### config.mk
export PLATFORM = sky130hd
export DESIGN_NAME = dirty_tile_run_rect_emitter_core
export DESIGN_NICKNAME = d
export VERILOG_FILES = /design/src/rtl/core/dtre_pkg.sv /design/src/rtl/core/dtre_run_scan.sv /design/src/rtl/core/dtre_out_reg.sv /design/src/rtl/core/dirty_tile_run_rect_emitter_core.sv
export SDC_FILE = /design/constraint.sdc
export NUM_CORES = 1
export LEC_CHECK = 0
export BUFFER_PORTS_ARGS = -buffer_cell sky130_fd_sc_hd__buf_2
export CORE_MARGIN = 3
export CORE_UTILIZATION = 52
export CTS_CLUSTER_DIAMETER = 150
export DETAILED_ROUTE_END_ITERATION = 7
export PLACE_DENSITY_LB_ADDON = 0.12
export SETUP_SLACK_MARGIN = 0.4
export SLEW_MARGIN = 20
export SYNTH_ARGS = -nofsm -noshare
export SYNTH_HDL_FRONTEND = slang
export SYNTH_HIERARCHICAL = 1
export SYNTH_SLANG_ARGS = --single-unit
### constraint.sdc
create_clock -name clk -period 2.55 [get_ports clk]
set_input_delay 0.51 -clock clk [delete_from_list [all_inputs] [get_ports clk]]
set_output_delay 0.51 -clock clk [all_outputs]
set_load 0.05 [all_outputs]
### src/rtl/core/dtre_pkg.sv
// ----------------------------------------------------------------------------
// dtre_pkg
// Shared types and default geometry for the dirty tile run rectangle emitter.
// ----------------------------------------------------------------------------
package dtre_pkg;

  // default tile grid geometry
  localparam int TILE_COLS_DEF   = 32;
  localparam int TILE_ROWS_DEF   = 16;
  localparam int TILE_WIDTH_DEF  = 16;
  localparam int TILE_HEIGHT_DEF = 16;

  // width of the dirty mask word
  localparam int MASK_W = 32;
  localparam int POS_W  = $clog2(MASK_W);
  localparam int LEN_W  = POS_W + 1;

  // one incoming tile row item
  typedef struct packed {
    logic [3:0]        tile_row;
    logic [MASK_W-1:0] dirty_mask;
  } row_item_t;

  // one outgoing rectangle item
  typedef struct packed {
    logic [8:0] rect_x;
    logic [7:0] rect_y;
    logic [9:0] rect_width;
    logic       stage_buffer;
    logic       last_in_row;
  } rect_item_t;

  // run found by the scanner in the current cycle
  typedef struct packed {
    logic             hit;
    logic [POS_W-1:0] first;
    logic [LEN_W-1:0] len;
    logic             last;
  } run_evt_t;

endpackage

### src/rtl/core/dtre_run_scan.sv
// ----------------------------------------------------------------------------
// dtre_run_scan
// Bit-serial run finder: shifts the mask down one column per cycle while
// advance is high and reports each run of set bits as it closes.
// ----------------------------------------------------------------------------
module dtre_run_scan
  import dtre_pkg::*;
(
  input  logic              clk,
  input  logic              rst,
  input  logic              load,
  input  logic [MASK_W-1:0] load_mask,
  input  logic              active,
  input  logic              advance,
  output run_evt_t          evt,
  output logic              drained
);

  logic [MASK_W-1:0] mask;
  logic [POS_W-1:0]  pos;
  logic              in_run;
  logic [POS_W-1:0]  first;
  logic [LEN_W-1:0]  run_len;

  // nothing left above the column under test
  assign drained = (mask[MASK_W-1:1] == '0);

  // a run closes where a set bit is followed by a clear one
  always_comb begin
    evt.hit   = active && mask[0] && !mask[1];
    evt.first = in_run ? first : pos;
    evt.len   = run_len + LEN_W'(1);
    evt.last  = drained;
  end

  // shift one column per step, tracking the open run
  always_ff @(posedge clk) begin
    if (rst) begin
      mask    <= '0;
      pos     <= '0;
      in_run  <= 1'b0;
      run_len <= '0;
    end else if (load) begin
      mask    <= load_mask;
      pos     <= '0;
      in_run  <= 1'b0;
      run_len <= '0;
    end else if (advance) begin
      mask <= {1'b0, mask[MASK_W-1:1]};
      pos  <= pos + POS_W'(1);
      if (mask[0]) begin
        if (!in_run) begin
          first <= pos;
        end
        if (mask[1]) begin
          in_run  <= 1'b1;
          run_len <= run_len + LEN_W'(1);
        end else begin
          in_run  <= 1'b0;
          run_len <= '0;
        end
      end
    end
  end

endmodule

### src/rtl/core/dtre_out_reg.sv
// ----------------------------------------------------------------------------
// dtre_out_reg
// Output holding register for rectangle items on the valid/stall channel.
// ----------------------------------------------------------------------------
module dtre_out_reg
  import dtre_pkg::*;
(
  input  logic       clk,
  input  logic       rst,
  input  logic       load,
  input  rect_item_t d,
  input  logic       stall,
  output logic       valid,
  output rect_item_t q,
  output logic       blocked
);

  // held item cannot leave this cycle
  assign blocked = valid && stall;

  always_ff @(posedge clk) begin
    if (rst) begin
      valid <= 1'b0;
    end else if (load) begin
      valid <= 1'b1;
    end else if (!stall) begin
      valid <= 1'b0;
    end
  end

  always_ff @(posedge clk) begin
    if (load) begin
      q <= d;
    end
  end

endmodule

### src/rtl/core/dirty_tile_run_rect_emitter_core.sv
// ----------------------------------------------------------------------------
// dirty_tile_run_rect_emitter_core
// Splits a tile row dirty mask into runs and emits one pixel rectangle per
// run, with ping-pong staging buffer select and last-in-row flag.
// ----------------------------------------------------------------------------
//  channel  | signals                         | item
//  ---------+---------------------------------+---------------------------
//  src      | src_valid, src_stall, src_item  | tile_row, dirty_mask
//  dst      | dst_valid, dst_stall, dst_item  | one rectangle per run
//
// The scanner steps a row item one column per cycle, unless stalled, up to h,
// the highest dirty column in range, as dtre_run_scan shifts the mask down.
// A zero mask or out-of-grid row is accepted without a scan and emits nothing.
// src_stall is high while a row is being scanned. A stalled rectangle in the
// output register halts the scan only when the next run closes.
// Reset (rst, synchronous) clears the sequencer, output valid and buffer select.
// ----------------------------------------------------------------------------
module dirty_tile_run_rect_emitter_core
  import dtre_pkg::*;
#(
  parameter int TILE_COLS   = TILE_COLS_DEF,
  parameter int TILE_ROWS   = TILE_ROWS_DEF,
  parameter int TILE_WIDTH  = TILE_WIDTH_DEF,
  parameter int TILE_HEIGHT = TILE_HEIGHT_DEF
) (
  input  logic       clk,
  input  logic       rst,
  input  logic       src_valid,
  output logic       src_stall,
  input  row_item_t  src_item,
  output logic       dst_valid,
  input  logic       dst_stall,
  output rect_item_t dst_item
);

  // columns that exist in the mask word
  localparam logic [MASK_W-1:0] COL_MASK =
    (TILE_COLS >= MASK_W) ? {MASK_W{1'b1}} : MASK_W'((64'd1 << TILE_COLS) - 64'd1);
  localparam logic [6:0] ROWS_LIM = 7'(TILE_ROWS);

  typedef enum logic [1:0] {
    ST_IDLE = 2'b01,
    ST_SCAN = 2'b10
  } state_t;

  state_t            state;
  state_t            state_next;
  logic              accept;
  logic              start;
  logic [MASK_W-1:0] in_mask;
  logic [9:0]        y_full;
  logic [7:0]        rect_y;
  logic              stage_select;
  run_evt_t          evt;
  logic              drained;
  logic              advance;
  logic              emit;
  logic              out_blocked;
  logic [11:0]       x_full;
  logic [12:0]       w_full;
  rect_item_t        rect;

  // input acceptance and row filtering
  assign src_stall = (state != ST_IDLE);
  assign accept    = src_valid && !src_stall;
  assign in_mask   = src_item.dirty_mask & COL_MASK;
  assign start     = accept && (in_mask != '0) && ({3'b0, src_item.tile_row} < ROWS_LIM);
  assign y_full    = 10'(src_item.tile_row) * 10'(TILE_HEIGHT);

  // scan steps unless a closing run would meet a blocked output
  assign advance = (state == ST_SCAN) && !(evt.hit && out_blocked);
  assign emit    = evt.hit && advance;

  always_comb begin
    state_next = state;
    case (state)
      ST_IDLE: if (start) state_next = ST_SCAN;
      ST_SCAN: if (advance && drained) state_next = ST_IDLE;
      default: state_next = ST_IDLE;
    endcase
  end

  always_ff @(posedge clk) begin
    if (rst) begin
      state        <= ST_IDLE;
      stage_select <= 1'b0;
    end else begin
      state <= state_next;
      if (emit) begin
        stage_select <= ~stage_select;
      end
    end
  end

  // row origin is fixed for the whole scan
  always_ff @(posedge clk) begin
    if (start) begin
      rect_y <= y_full[7:0];
    end
  end

  dtre_run_scan u_scan (
    .clk       (clk),
    .rst       (rst),
    .load      (start),
    .load_mask (in_mask),
    .active    (state == ST_SCAN),
    .advance   (advance),
    .evt       (evt),
    .drained   (drained)
  );

  // pixel geometry of the closing run
  assign x_full = 12'(evt.first) * 12'(TILE_WIDTH);
  assign w_full = 13'(evt.len) * 13'(TILE_WIDTH);

  always_comb begin
    rect.rect_x       = x_full[8:0];
    rect.rect_y       = rect_y;
    rect.rect_width   = w_full[9:0];
    rect.stage_buffer = stage_select;
    rect.last_in_row  = evt.last;
  end

  dtre_out_reg u_out (
    .clk     (clk),
    .rst     (rst),
    .load    (emit),
    .d       (rect),
    .stall   (dst_stall),
    .valid   (dst_valid),
    .q       (dst_item),
    .blocked (out_blocked)
  );

endmodule
==> impl_metrics.json <==
{
  "antenna_cells": 0,
  "combPwrFrac_pct": 10.0,
  "maxCapViolations": 0,
  "synthesis.instances": 297,
  "synth_area_sq_um": 3640,
  "min_path_cells": 1,
  "rr_worst_depth": 10,
  "place_area_sq_um": 4150,
  "clkSinkCount": 86,
  "grt_pass1_vias": 2371,
  "hold_viol": 0,
  "critical_path.startpoint": "state[0]$_SDFFE_PP1P_",
  "synth-seq-area-share_pct": 57.8,
  "antenna_left": 0,
  "min_path_type": "input pin to register",
  "synth_warnings": 6,
  "p_clk_share_pct": 32.0,
  "fin_tns_setup_ps": 0,
  "path_max_fanout": 12,
  "ir_drop_v": 0.000336,
  "drtPass1Iterations": 4,
  "cts_buffers": 9,
  "dieArea_sq_um": 8040,
  "hpwl_um": 4770,
  "tightest_slew_ps": 599,
  "rsz0062_at_grt": "no",
  "clock.fmax_ghz": 0.515,
  "drcViolationCount": 0,
  "critPathCaptureType": "register",
  "p_seq_share_pct": 58.0,
  "grtUsageTotal_pct": 18.3,
  "floorplan.initialDensity_pct": 55.4,
  "slew_violations": 0,
  "p_leak_uw": 0.00179,
  "synth_flop_cell": "dfxtp_1",
  "avgViaCountPerCell": 5.18,
  "die_x_um": 89.7,
  "synthDistinctLibCells": 39,
  "die_y_um": 89.7,
  "rrSetupSlack_ps": 610,
  "nNetsFinal": 425,
  "hp-start": "src_item[35]",
  "drive_gt1_share_pct": 37.6,
  "r2r_end": "u_scan/mask[3]$_SDFFE_PP0P_",
  "worst_ep_required_time_ps": 2770,
  "fin_area_sq_um": 4390,
  "worstPathArrival_ps": 2160,
  "core_area_sq_um": 6570,
  "synthArstFlopShare_pct": 0,
  "dr_total_vias": 2493,
  "skew_ps": 8.60,
  "grt-ovfl-total": 0,
  "grt_pass1_wl_um": 11200,
  "cts_tree": "done",
  "cts_hold_buf": 0,
  "fin_crit_ps": 1940,
  "place.gp.congestion": 0.779,
  "grt_max_degree": 39,
  "ys_ff_latch": 86,
  "setup_viol": 0,
  "avgSynthCellArea_sq_um": 12.3,
  "rows": 29,
  "slew_headroom_pct": 60.1,
  "synth_edf_count": 38,
  "p_sw_share_pct": 24.8,
  "fin_crit_sh_pct": 76.2,
  "rr_startpoint": "state[0]$_SDFFE_PP1P_",
  "clk_latency_ps": 340,
  "cp-start-kind": "register",
  "cts_root_buf": "clkbuf_8",
  "p_per_area_nw_per_um2": 593,
  "io_buffer_count": 70,
  "antenna_found_initial": 0,
  "p_sw_uw": 647,
  "internal_power_uw": 1960,
  "io_pins": 71,
  "htreeDepth": 3,
  "clkTransAtPathRegs_ps": 80,
  "syn_to_final_growth_pct": 20.7,
  "whs_endpoint": "rect_y[7]$_DFFE_PP_",
  "clockBufferDepth": 2,
  "wl_per_cell_um": 14.3,
  "wl_um": 6880,
  "path_class": "register to register",
  "outcome": "finished, final reports clean",
  "first_iter_violations": 98
}
## Yosys cell counts (all sizes together), types with 2 or more instances
| cell type | n | area, sq um |
|---|---|---|
| nand4 | 7 | 43.8 |
| nand2 | 9 | 33.8 |
| nand2b | 3 | 18.8 |
| nor2 | 45 | 169 |
| dfxtp | 48 | 961 |
| ha | 2 | 25.0 |
| clkbuf | 8 | 30.0 |
| a32o | 2 | 20.0 |
| buf | 9 | 47.6 |
| inv | 3 | 11.3 |
| nor4 | 15 | 119 |
| a21oi | 8 | 40.0 |
| nand3 | 3 | 20.0 |
| o21ai | 2 | 10.0 |
| xnor2 | 4 | 35.0 |
| mux2 | 37 | 417 |
| xor2 | 5 | 43.8 |
| edfxtp | 38 | 1140 |
| mux2i | 32 | 320 |
## worst max-delay path, cell delays in order (launching register included)
cell and delay [ps]:
dfxtp_1 380, nand2b_2 210, inv_1 60, nand2_1 80, nor2_2 60, a21oi_4 210, buf_4 150, buf_12 130
mux2_2 330, mux2i_1 150, nor2_1 60
## kinds of logic after synthesis
| kind of cell | Yosys count | synth area share (%) |
|---|---|---|
| xor+xnor | 9 | 2.17 |
| buf+inv | 20 | 2.44 |
| compound gates | 18 | 3.30 |
| other cells | 1 | 0.103 |
| mux | 69 | 20.3 |
| flops | 86 | 57.8 |
| simple gates | 92 | 13.3 |
| fa+ha+maj | 2 | 0.688 |
## placed cells by master, fill, tap and decap left out, drive strengths merged, types with 2 or more instances in the layout
| cell type | Yosys | layout |
|---|---|---|
| clkinvlp | 0 | 2 |
| nor4 | 15 | 15 |
| inv | 3 | 4 |
| conb | 1 | 12 |
| nand2b | 3 | 3 |
| dfxtp | 48 | 48 |
| mux2 | 37 | 37 |
| nand2 | 9 | 9 |
| ha | 2 | 2 |
| xor2 | 5 | 5 |
| mux2i | 32 | 32 |
| clkbuf | 8 | 10 |
| a21oi | 8 | 9 |
| a32o | 2 | 2 |
| nand3 | 3 | 3 |
| xnor2 | 4 | 4 |
| o21ai | 2 | 2 |
| clkinv | 0 | 4 |
| buf | 9 | 79 |
| nor2 | 45 | 45 |
| edfxtp | 38 | 38 |
| nand4 | 7 | 7 |
## sequential cells by signal, summed over array words and instances, names as in the netlist
| signal | flops |
|---|---|
| u_scan/first | 5 |
| u_scan/mask | 32 |
| u_scan/pos | 5 |
| stage_select | 1 |
| rect_y | 4 |
| u_scan/run_len | 6 |
| u_scan/in_run | 1 |
| state | 2 |
| u_out/q | 29 |
| u_out/valid | 1 |
## cell type report
class,count,area (sq um)
flip-flops and latches,86,2100
repair buffers,80,468
multi-input cells,203,1520
inverters,3,11.3
well taps,93,116
fillers,521,2170
clock inverters,7,50.0
clock buffers,9,124
## timing repair
| item | in CTS | in global routing |
|---|---|---|
| setup endpoints to repair | 0 | 36 |
| setup buffers | 0 | 3 |
| hold endpoints to repair | 0 | 0 |
| gates resized for setup | 0 | 2 |
## layer usage
metal | global-route usage [%] | vias to the layer above | share of wire (%)
li1 | - | 1250 | -
met1 | 25.2 | 1142 | 48
met2 | 28.1 | 88 | 45
met3 | 3.65 | 13 | 5.6
met4 | 8.25 | 0 | 1.7
met5 | 0 | - | 0
## power groups by stage
| stage | Sequential, uW | Clock [uW] | Combinational [uW] |
|---|---|---|---|
| after floorplan | 1530 | 0 | 181 |
| after CTS | 1510 | 859 | 253 |
| after detailed placement | 1540 | 0 | 251 |
| after global placement | 1540 | 0 | 248 |
| after global routing | 1520 | 912 | 287 |
| final | 1510 | 835 | 260 |
## how the worst max path moves through the flow
stage	to	slack (ps)	cells past startpoint
2_1_floorplan	u_scan/first[0]$_DFFE_PP_	420	6
3_3_place_gp	u_scan/first[4]$_DFFE_PP_	270	6
3_5_place_dp	u_scan/first[1]$_DFFE_PP_	240	6
4_1_cts	u_scan/mask[23]$_SDFFE_PP0P_	480	9
5_1_grt	state[1]$_SDFFE_PP0P_	420	6
6_report	u_scan/mask[3]$_SDFFE_PP0P_	610	10
## stage by stage
stage          power (uW)  util, %  hold WS, ps  std cells  setup slack [ps]
6_report             2610     66.9          342        481               607
3_5_place_dp         1790     63.1          405        460               243
3_3_place_gp         1790     63.1          400        460               273
5_1_grt              2720     66.9          318        481               417
2_1_floorplan        1710        -          400        308               425
4_1_cts              2620     65.8          320        476               477
(Power assumes the default switching activity.)
